[src/hw/rtl/pss_pkg.sv]
// Package for the profile sample statistics block.
// Holds the transaction payload types, command and status codes, and divider types.
// No dependencies.
`default_nettype none

package pss_pkg;

  localparam int ShareFracBits = 16;
  localparam int ShareW        = 4 + ShareFracBits;
  localparam int DivStepsW     = 6;

  localparam logic [ShareW-1:0]    ShareMax  = {ShareW{1'b1}};
  localparam logic [DivStepsW-1:0] TimeSteps = DivStepsW'(32);
  localparam logic [DivStepsW-1:0] ShareSteps = DivStepsW'(ShareW);

  localparam logic [1:0] CmdOpen   = 2'd0;
  localparam logic [1:0] CmdClose  = 2'd1;
  localparam logic [1:0] CmdUpdate = 2'd2;

  localparam logic [1:0] StDone    = 2'd0;
  localparam logic [1:0] StMisuse  = 2'd1;
  localparam logic [1:0] StSkipped = 2'd2;

  typedef struct packed {
    logic [1:0]  command;
    logic [31:0] interval_us;
    logic [31:0] frame_span_us;
  } pss_in_t;

  typedef struct packed {
    logic [1:0]        status;
    logic [31:0]       calls;
    logic [31:0]       frames;
    logic [31:0]       mean_usecs;
    logic [31:0]       least_usecs;
    logic [31:0]       most_usecs;
    logic [ShareW-1:0] mean_share;
    logic [ShareW-1:0] least_share;
    logic [ShareW-1:0] most_share;
  } pss_out_t;

  typedef struct packed {
    logic                 start;
    logic [32:0]          hi;
    logic [31:0]          lo;
    logic [32:0]          den;
    logic [DivStepsW-1:0] steps;
  } pss_div_req_t;

  typedef struct packed {
    logic        busy;
    logic        done;
    logic [31:0] quot;
  } pss_div_rsp_t;

endpackage

`default_nettype wire

[src/hw/rtl/pss_div.sv]
// Shared restoring divider, one quotient bit per cycle.
// The dividend is given as a high part below the divisor and a left-aligned low word.
// Depends on pss_pkg.
`default_nettype none

module pss_div (
  input  wire logic                  clk_i,
  input  wire logic                  rst_ni,
  input  wire pss_pkg::pss_div_req_t req_i,
  output pss_pkg::pss_div_rsp_t      rsp_o
);
  import pss_pkg::*;

  logic                 busy_q;
  logic                 done_q;
  logic [DivStepsW-1:0] cnt_q;
  logic [32:0]          rem_q;
  logic [31:0]          lo_q;
  logic [32:0]          den_q;

  logic [33:0] shifted;
  logic        ge;
  logic [33:0] diff;

  assign shifted = {rem_q, lo_q[31]};
  assign ge      = shifted >= {1'b0, den_q};
  assign diff    = shifted - {1'b0, den_q};

  always_ff @(posedge clk_i or negedge rst_ni) begin
    if (!rst_ni) begin
      busy_q <= 1'b0;
      done_q <= 1'b0;
      cnt_q  <= '0;
    end else begin
      done_q <= 1'b0;
      if (req_i.start && !busy_q) begin
        busy_q <= 1'b1;
        cnt_q  <= req_i.steps;
      end else if (busy_q) begin
        cnt_q <= cnt_q - DivStepsW'(1);
        if (cnt_q == DivStepsW'(1)) begin
          busy_q <= 1'b0;
          done_q <= 1'b1;
        end
      end
    end
  end

  always_ff @(posedge clk_i) begin
    if (req_i.start && !busy_q) begin
      rem_q <= req_i.hi;
      lo_q  <= req_i.lo;
      den_q <= req_i.den;
    end else if (busy_q) begin
      rem_q <= ge ? diff[32:0] : shifted[32:0];
      lo_q  <= {lo_q[30:0], ge};
    end
  end

  assign rsp_o.busy = busy_q;
  assign rsp_o.done = done_q;
  assign rsp_o.quot = lo_q;

endmodule

`default_nettype wire

[src/hw/rtl/pss_stats.sv]
// Statistics state and command sequencer of the profile sample statistics block.
// Drives the shared multiplier and the shared divider through the update steps.
// Depends on pss_pkg.
`default_nettype none

module pss_stats (
  input  wire logic                  clk_i,
  input  wire logic                  rst_ni,
  input  wire logic                  in_valid_i,
  output logic                       in_ready_o,
  input  wire pss_pkg::pss_in_t      in_data_i,
  output logic                       res_valid_o,
  input  wire logic                  res_ack_i,
  output pss_pkg::pss_out_t          res_data_o,
  output pss_pkg::pss_div_req_t      div_req_o,
  input  wire pss_pkg::pss_div_rsp_t div_rsp_i
);
  import pss_pkg::*;

  typedef enum logic [3:0] {
    S_IDLE, S_MUL_T, S_ADD_T, S_DIV_T, S_SHARE, S_DIV_S,
    S_MUL_S, S_ADD_S, S_DIV_A, S_DONE
  } state_e;

  state_e            state_q;
  logic [1:0]        status_q;
  logic              section_open_q;
  logic              profiled_q;
  logic [31:0]       frame_time_q;
  logic [31:0]       call_total_q;
  logic [31:0]       frame_total_q;
  logic [31:0]       avg_time_q;
  logic [31:0]       min_time_q;
  logic [31:0]       max_time_q;
  logic [ShareW-1:0] avg_share_q;
  logic [ShareW-1:0] min_share_q;
  logic [ShareW-1:0] max_share_q;
  logic [31:0]       whole_q;
  logic [ShareW-1:0] share_q;
  logic [63:0]       prod_q;
  logic [64:0]       num_q;
  logic              div_go_q;

  logic              accept;
  logic              first;
  logic [31:0]       mul_a;
  logic [63:0]       prod_w;
  logic [32:0]       close_sum;
  logic              share_sat;
  logic [ShareW-1:0] quot_share;

  assign accept     = in_valid_i && in_ready_o;
  assign in_ready_o = (state_q == S_IDLE);
  assign first      = (frame_total_q == 32'd0);
  assign mul_a      = (state_q == S_MUL_T) ? avg_time_q : 32'(avg_share_q);
  assign prod_w     = mul_a * frame_total_q;
  assign close_sum  = {1'b0, frame_time_q} + {1'b0, in_data_i.interval_us};
  assign share_sat  = {4'b0000, frame_time_q} >= {whole_q, 4'b0000};
  assign quot_share = div_rsp_i.quot[ShareW-1:0];

  always_comb begin
    div_req_o.start = div_go_q;
    div_req_o.den   = {1'b0, frame_total_q} + 33'd1;
    case (state_q)
      S_DIV_T: begin
        div_req_o.hi    = num_q[64:32];
        div_req_o.lo    = num_q[31:0];
        div_req_o.steps = TimeSteps;
      end
      S_DIV_S: begin
        div_req_o.den   = {1'b0, whole_q};
        div_req_o.hi    = 33'(frame_time_q[31:4]);
        div_req_o.lo    = {frame_time_q[3:0], 28'd0};
        div_req_o.steps = ShareSteps;
      end
      default: begin
        div_req_o.hi    = 33'(num_q >> ShareW);
        div_req_o.lo    = 32'(num_q[ShareW-1:0]) << (32 - ShareW);
        div_req_o.steps = ShareSteps;
      end
    endcase
  end

  always_ff @(posedge clk_i or negedge rst_ni) begin
    if (!rst_ni) begin
      state_q        <= S_IDLE;
      status_q       <= StDone;
      section_open_q <= 1'b0;
      profiled_q     <= 1'b0;
      frame_time_q   <= '0;
      call_total_q   <= '0;
      frame_total_q  <= '0;
      avg_time_q     <= '0;
      min_time_q     <= '0;
      max_time_q     <= '0;
      avg_share_q    <= '0;
      min_share_q    <= '0;
      max_share_q    <= '0;
      whole_q        <= '0;
      share_q        <= '0;
      prod_q         <= '0;
      num_q          <= '0;
      div_go_q       <= 1'b0;
    end else begin
      div_go_q <= 1'b0;
      case (state_q)
        S_IDLE: begin
          if (accept) begin
            state_q  <= S_DONE;
            status_q <= StMisuse;
            case (in_data_i.command)
              CmdOpen: begin
                if (!section_open_q) begin
                  section_open_q <= 1'b1;
                  profiled_q     <= 1'b1;
                  if (call_total_q != '1) begin
                    call_total_q <= call_total_q + 32'd1;
                  end
                  status_q <= StDone;
                end
              end
              CmdClose: begin
                if (section_open_q) begin
                  section_open_q <= 1'b0;
                  frame_time_q   <= close_sum[32] ? '1 : close_sum[31:0];
                  status_q       <= StDone;
                end
              end
              CmdUpdate: begin
                if (section_open_q) begin
                  status_q <= StMisuse;
                end else if (!profiled_q) begin
                  status_q <= StSkipped;
                end else begin
                  whole_q <= in_data_i.frame_span_us;
                  state_q <= S_MUL_T;
                end
              end
              default: begin
                status_q <= StMisuse;
              end
            endcase
          end
        end
        S_MUL_T: begin
          prod_q  <= prod_w;
          state_q <= S_ADD_T;
        end
        S_ADD_T: begin
          num_q    <= {1'b0, prod_q} + 65'(frame_time_q);
          div_go_q <= 1'b1;
          state_q  <= S_DIV_T;
        end
        S_DIV_T: begin
          if (div_rsp_i.done) begin
            avg_time_q <= div_rsp_i.quot;
            if (first || frame_time_q < min_time_q) begin
              min_time_q <= frame_time_q;
            end
            if (first || frame_time_q > max_time_q) begin
              max_time_q <= frame_time_q;
            end
            state_q <= S_SHARE;
          end
        end
        S_SHARE: begin
          if (share_sat) begin
            share_q <= ShareMax;
            state_q <= S_MUL_S;
          end else begin
            div_go_q <= 1'b1;
            state_q  <= S_DIV_S;
          end
        end
        S_DIV_S: begin
          if (div_rsp_i.done) begin
            share_q <= quot_share;
            state_q <= S_MUL_S;
          end
        end
        S_MUL_S: begin
          prod_q  <= prod_w;
          state_q <= S_ADD_S;
        end
        S_ADD_S: begin
          num_q    <= {1'b0, prod_q} + 65'(share_q);
          div_go_q <= 1'b1;
          state_q  <= S_DIV_A;
        end
        S_DIV_A: begin
          if (div_rsp_i.done) begin
            avg_share_q <= quot_share;
            if (first || share_q < min_share_q) begin
              min_share_q <= share_q;
            end
            if (first || share_q > max_share_q) begin
              max_share_q <= share_q;
            end
            if (frame_total_q != '1) begin
              frame_total_q <= frame_total_q + 32'd1;
            end
            profiled_q   <= 1'b0;
            frame_time_q <= '0;
            status_q     <= StDone;
            state_q      <= S_DONE;
          end
        end
        S_DONE: begin
          if (res_ack_i) begin
            state_q <= S_IDLE;
          end
        end
        default: begin
          state_q <= S_IDLE;
        end
      endcase
    end
  end

  assign res_valid_o             = (state_q == S_DONE);
  assign res_data_o.status       = status_q;
  assign res_data_o.calls        = call_total_q;
  assign res_data_o.frames       = frame_total_q;
  assign res_data_o.mean_usecs   = avg_time_q;
  assign res_data_o.least_usecs  = min_time_q;
  assign res_data_o.most_usecs   = max_time_q;
  assign res_data_o.mean_share   = avg_share_q;
  assign res_data_o.least_share  = min_share_q;
  assign res_data_o.most_share   = max_share_q;

  a_div_start_idle: assert property (@(posedge clk_i) disable iff (!rst_ni)
    div_req_o.start |-> !div_rsp_i.busy)
    else $error("Divider started while still busy.");

  a_open_implies_profiled: assert property (@(posedge clk_i) disable iff (!rst_ni)
    section_open_q |-> profiled_q)
    else $error("Section open without being marked profiled.");

  a_min_le_max: assert property (@(posedge clk_i) disable iff (!rst_ni)
    (state_q == S_IDLE && frame_total_q != 32'd0) |->
    (min_time_q <= max_time_q && min_share_q <= max_share_q))
    else $error("Minimum exceeds maximum.");

  a_result_held: assert property (@(posedge clk_i) disable iff (!rst_ni)
    (res_valid_o && !res_ack_i) |=> (res_valid_o && $stable(res_data_o)))
    else $error("Pending result changed before it was taken.");

endmodule

`default_nettype wire

[src/hw/rtl/profile_sample_statistics_top.sv]
// Top level of the profile sample statistics block.
// Instantiates the sequencer pss_stats, the shared divider pss_div and the output register.
// Depends on pss_pkg, pss_stats and pss_div.
`default_nettype none

// Keeps timing statistics of one profiled code section. Each input transaction carries
// a command (open, close, or end frame and update) and yields exactly one result
// transaction with a status and the statistics after the command. Open, close and
// rejected commands go straight to the done state and then to the output register. A
// successful update runs the shared restoring divider, which resolves one quotient bit
// per cycle, up to three times: for the mean time, for the share of the frame and for
// the mean share, the first and last each after a multiply and an add. When the share
// saturates, the second division is skipped. The input is ready only while no
// transaction is in progress and takes the next transaction once the result moves to
// the output register; a finished result waits in the output register while the next
// transaction is accepted, and a further result waits while it is still full.

module profile_sample_statistics_top (
  input  wire logic              clk_i,
  input  wire logic              rst_ni,
  input  wire logic              in_valid_i,
  output logic                   in_ready_o,
  input  wire pss_pkg::pss_in_t  in_data_i,
  output logic                   out_valid_o,
  input  wire logic              out_ready_i,
  output pss_pkg::pss_out_t      out_data_o
);
  import pss_pkg::*;

  pss_div_req_t div_req;
  pss_div_rsp_t div_rsp;
  logic         res_valid;
  logic         res_ack;
  pss_out_t     res_data;
  logic         out_valid_q;
  pss_out_t     out_data_q;

  pss_stats u_stats (
    .clk_i       (clk_i),
    .rst_ni      (rst_ni),
    .in_valid_i  (in_valid_i),
    .in_ready_o  (in_ready_o),
    .in_data_i   (in_data_i),
    .res_valid_o (res_valid),
    .res_ack_i   (res_ack),
    .res_data_o  (res_data),
    .div_req_o   (div_req),
    .div_rsp_i   (div_rsp)
  );

  pss_div u_div (
    .clk_i  (clk_i),
    .rst_ni (rst_ni),
    .req_i  (div_req),
    .rsp_o  (div_rsp)
  );

  assign res_ack = res_valid && (!out_valid_q || out_ready_i);

  always_ff @(posedge clk_i or negedge rst_ni) begin
    if (!rst_ni) begin
      out_valid_q <= 1'b0;
    end else if (res_ack) begin
      out_valid_q <= 1'b1;
    end else if (out_ready_i) begin
      out_valid_q <= 1'b0;
    end
  end

  always_ff @(posedge clk_i) begin
    if (res_ack) begin
      out_data_q <= res_data;
    end
  end

  assign out_valid_o = out_valid_q;
  assign out_data_o  = out_data_q;

endmodule

`default_nettype wire

[config.mk]
export PLATFORM = sky130hd
export DESIGN_NAME = profile_sample_statistics_top
export DESIGN_NICKNAME = d
export VERILOG_FILES = /design/src/hw/rtl/pss_pkg.sv /design/src/hw/rtl/pss_div.sv /design/src/hw/rtl/pss_stats.sv /design/src/hw/rtl/profile_sample_statistics_top.sv
export SDC_FILE = /design/constraint.sdc
export NUM_CORES = 2
export LEC_CHECK = 0
export BUFFER_PORTS_ARGS = -buffer_cell sky130_fd_sc_hd__buf_4
export CAP_MARGIN = 30
export CORE_MARGIN = 2
export CORE_UTILIZATION = 35
export DETAILED_ROUTE_END_ITERATION = 6
export GPL_TIMING_DRIVEN = 0
export PLACE_DENSITY = 0.54
export SETUP_SLACK_MARGIN = 0.15
export SLEW_MARGIN = 5
export SYNTH_ARGS = -nofsm -noshare
export SYNTH_HDL_FRONTEND = slang
export SYNTH_SLANG_ARGS = --single-unit
[constraint.sdc]
create_clock -name clk_i -period 24.3 [get_ports clk_i]
set_input_delay 2.43 -clock clk_i [delete_from_list [all_inputs] [get_ports clk_i]]
set_output_delay 2.43 -clock clk_i [all_outputs]
set_load 0.05 [all_outputs]
==> impl_metrics.ini <==
[outcome]
status = finished clean

[floorplan]
coreArea_sq_um = 207000
start_util_pct = 35.2
die-area_sq_um = 212000
rows = 167
io_pins = 294
die-height_microns = 460
die_x_microns = 460

[worst_setup_path]
slowest_stage = clkbuf_1
worstReg2RegStart = u_stats.state_q[1]$_DFFE_PN0P_
worstSetupStartpointType = register
worstPathMaxFanout = 10
r2r_cells = 32
arrival_ns = 12.52
cp_slowest_stage_delay_ns = 0.75
worstPathRequired_ns = 24.92
cp-end-kind = register
rrSetupSlack_ns = 12.40
path_common_cell = fa_1
reg2reg_to = u_stats.prod_q[57]$_DFFE_PN0P_
critPathKind = reg2reg

[synthesis]
netlist_instances = 7402
synth_nets = 8866
synth.cell_area_sq_um = 72700
synth_cell_types = 103
async_flop_share_pct = 58.5
synth_seq_cells = 771
yosysSeqAreaShare_pct = 28.7
synth_top_family_by_area = adder cells
synthAdderAreaFrac_pct = 33.3
ys_top_cells_by_area = fa_1 (25%), dfrtp_1 (16%), edfxtp_1 (13%)
synth_area_leader_cell = fa_1
ys_warn_count = 0
muxShareOfSynthArea_pct = 2.88
synth.top_cell.area_share_pct = 24.7
synth_xor_area_share_pct = 3.14
synth_simple_gate_area_share_pct = 15.0
synth_compound_area_share_pct = 9.01
syn_area_per_cell_sq_um = 9.83
synth_edf_count = 320
ys.flop_type = dfrtp_1

[clocking]
cts.hold.buffers_added = 0
insertion_delay_ns = 0.69
clockBufferDepth = 3
root_buffer = clkbuf_16
post_cts_buffers = 0
cts_resized = 0
cts_tree = done
h-tree-depth = 3
cts_buffers = 81
clkTransAtPathRegs_ns = 0.07
cts.sinks = 771

[layout]
fin_area_sq_um = 82300
postLayoutCoreUtil_pct = 39.8
areaGrowthSynthToFinish_pct = 13.2
final_nets = 9321
mostFrequentLayoutCell = inv_1
final_cell_mix = inv_1 (1,117), nand2_1 (996), fa_1 (899)
drive_above_1_share_pct = 9.77

[place]
gp_congestion = 0.997
place_area_sq_um = 79300
portBuffers = 293
dp_hpwl_microns = 229000

[global_route]
grt_max_degree = 118
antenna_found_initial = 32
grtUsageTotal_pct = 26.7
overflow = 0
grt_first_pass_wirelength_microns = 409000
grt_pass1_vias = 58031

[routing]
post-route-drc-count = 0
firstDrtPassIters = 6
ant_nets = 0
routed_wl_microns = 283000
num_vias = 57007
wire_per_inst_microns = 26.6
viasPerCell = 5.36
drt_iter0_drc = 6078

[hold_path]
worst_hold_path.endpoint = out_data_o[76]$_DFFE_PP_
hold_class = reg2reg
hp-start = u_stats.max_time_q[16]$_DFFE_PN0P_
whs_path_depth = 0

[sta]
fin_tns_setup_ns = 0
worst_pin_slew_ns = 1.13
skew_ns = 0.0403
grt_setup_unrepaired = no
drv_slew = 0
max_slew_margin_pct = 24.9
setup_viol = 0
max_freq_mhz = 84.0
fin_crit_ns = 11.90
fin_crit_sh_pct = 49.0
hold_viol = 0

[power]
p_sw_mw = 2.83
ir_drop_v = 0.0000611
power_frac_clock_pct = 21.7
power_density_nw_per_um2 = 75.8
p_sw_share_pct = 45.4
p_leak_nw = 39.0
intPower_mw = 3.41
seqPwrFrac_pct = 35.8
combPwrFrac_pct = 42.5

[flow_run]
maxCapViolations = 0
-- final cells by class --
type                    instances  area, sq um
diodes                         13         32.5
plain buffers                 410         1610
clock buffers                 102         2210
clock inverters                48          681
fillers                     20567       125000
inverters                    1120         4210
multi-input cells            5101        46000
flip-flops and latches        771        20900
well taps                    2704         3380
repair buffers                372         3270
-- synth_stat cells, drive strengths merged (21+ instances only) --
cell type,number
a211oi,50
a21o,111
a21oi,221
a221oi,21
a22o,27
a31oi,58
and2,446
and3,223
buf,55
clkbuf,355
dfrtp,451
edfxtp,320
fa,899
ha,495
inv,1118
mux2,179
nand2,997
nand2b,31
nand3,103
nand4,66
nor2,194
nor2b,31
nor3,49
nor4,22
o21a,28
o21ai,351
o21bai,37
xnor2,162
xor2,99
-- registers in the layout, indices dropped and copies added, names as in the netlist, 2 cells and up --
register,count
out_data_o,222
u_div.cnt_q,6
u_div.den_q,33
u_div.lo_q,32
u_div.rem_q,33
u_stats.avg_share_q,20
u_stats.avg_time_q,32
u_stats.call_total_q,32
u_stats.frame_time_q,32
u_stats.frame_total_q,32
u_stats.max_share_q,20
u_stats.max_time_q,32
u_stats.min_share_q,20
u_stats.min_time_q,32
u_stats.num_q,65
u_stats.prod_q,64
u_stats.share_q,20
u_stats.state_q,4
u_stats.status_q,2
u_stats.whole_q,32
-- routing by layer --
layer / share of wire, % / up-vias / track usage [%]
met1: 41 / 28830 / 34.7
met4: 5.3 / 20 / 11.9
met3: 8.8 / 626 / 5.90
met2: 45 / 2598 / 42.7
met5: 0.047 / - / 0
li1: - / 24933 / -
-- kinds of logic after synthesis --
| group | Yosys count |
|---|---|
| flip-flops | 771 |
| AO/OA/AOI/OAI | 1034 |
| multiplexers | 187 |
| AND/OR/NAND/NOR | 2225 |
| adder cells (fa/ha/maj) | 1394 |
| buffers and inverters | 1530 |
| XOR/XNOR | 261 |
-- power groups by stage --
stage               sequential (mW)  combinational, mW  clock, mW
floorplan                      2.23               1.48          0
detailed placement             2.26               2.60          0
finish                         2.24               2.65       1.35
global placement               2.33               2.52          0
global route                   2.26               2.87       1.43
CTS                            2.23               2.61       1.38
-- how the worst max path moves through the flow --
stage	from	endpoint	slack, ns	depth (start not counted)
2_1_floorplan	out_ready_i	out_data_o[0]$_DFFE_PP_	4.62	2
3_3_place_gp	out_ready_i	out_data_o[174]$_DFFE_PP_	-3.76	3
3_5_place_dp	u_stats.state_q[1]$_DFFE_PN0P_	u_stats.prod_q[57]$_DFFE_PN0P_	12.55	32
4_1_cts	u_stats.state_q[1]$_DFFE_PN0P_	u_stats.prod_q[57]$_DFFE_PN0P_	12.53	32
5_1_grt	u_stats.state_q[1]$_DFFE_PN0P_	u_stats.prod_q[57]$_DFFE_PN0P_	12.14	32
6_report	u_stats.state_q[1]$_DFFE_PN0P_	u_stats.prod_q[57]$_DFFE_PN0P_	12.40	32
-- critical path: cells and delay by family, from the launching register on --
kind                       cells  cell delay [ns]
adders and majority gates      9             4.37
buffers and inverters          9             3.19
and+or+nand+nor               10             2.59
AOI/OAI and AO/OA              4             1.17
DFF                            1             0.45
-- through the flow --
| step | setup WS, ns | instances | hold WS [ns] | total power, mW |
|---|---|---|---|---|
| global placement | -3.76 | 10399 | 0.428 | 4.85 |
| finish | 12.40 | 10641 | 0.445 | 6.24 |
| CTS | 12.53 | 10620 | 0.445 | 6.22 |
| floorplan | 4.62 | 7402 | 0.420 | 3.71 |
| global route | 12.14 | 10631 | 0.456 | 6.55 |
| detailed placement | 12.55 | 10470 | 0.431 | 4.85 |
Power figures use the tool's default switching activity.
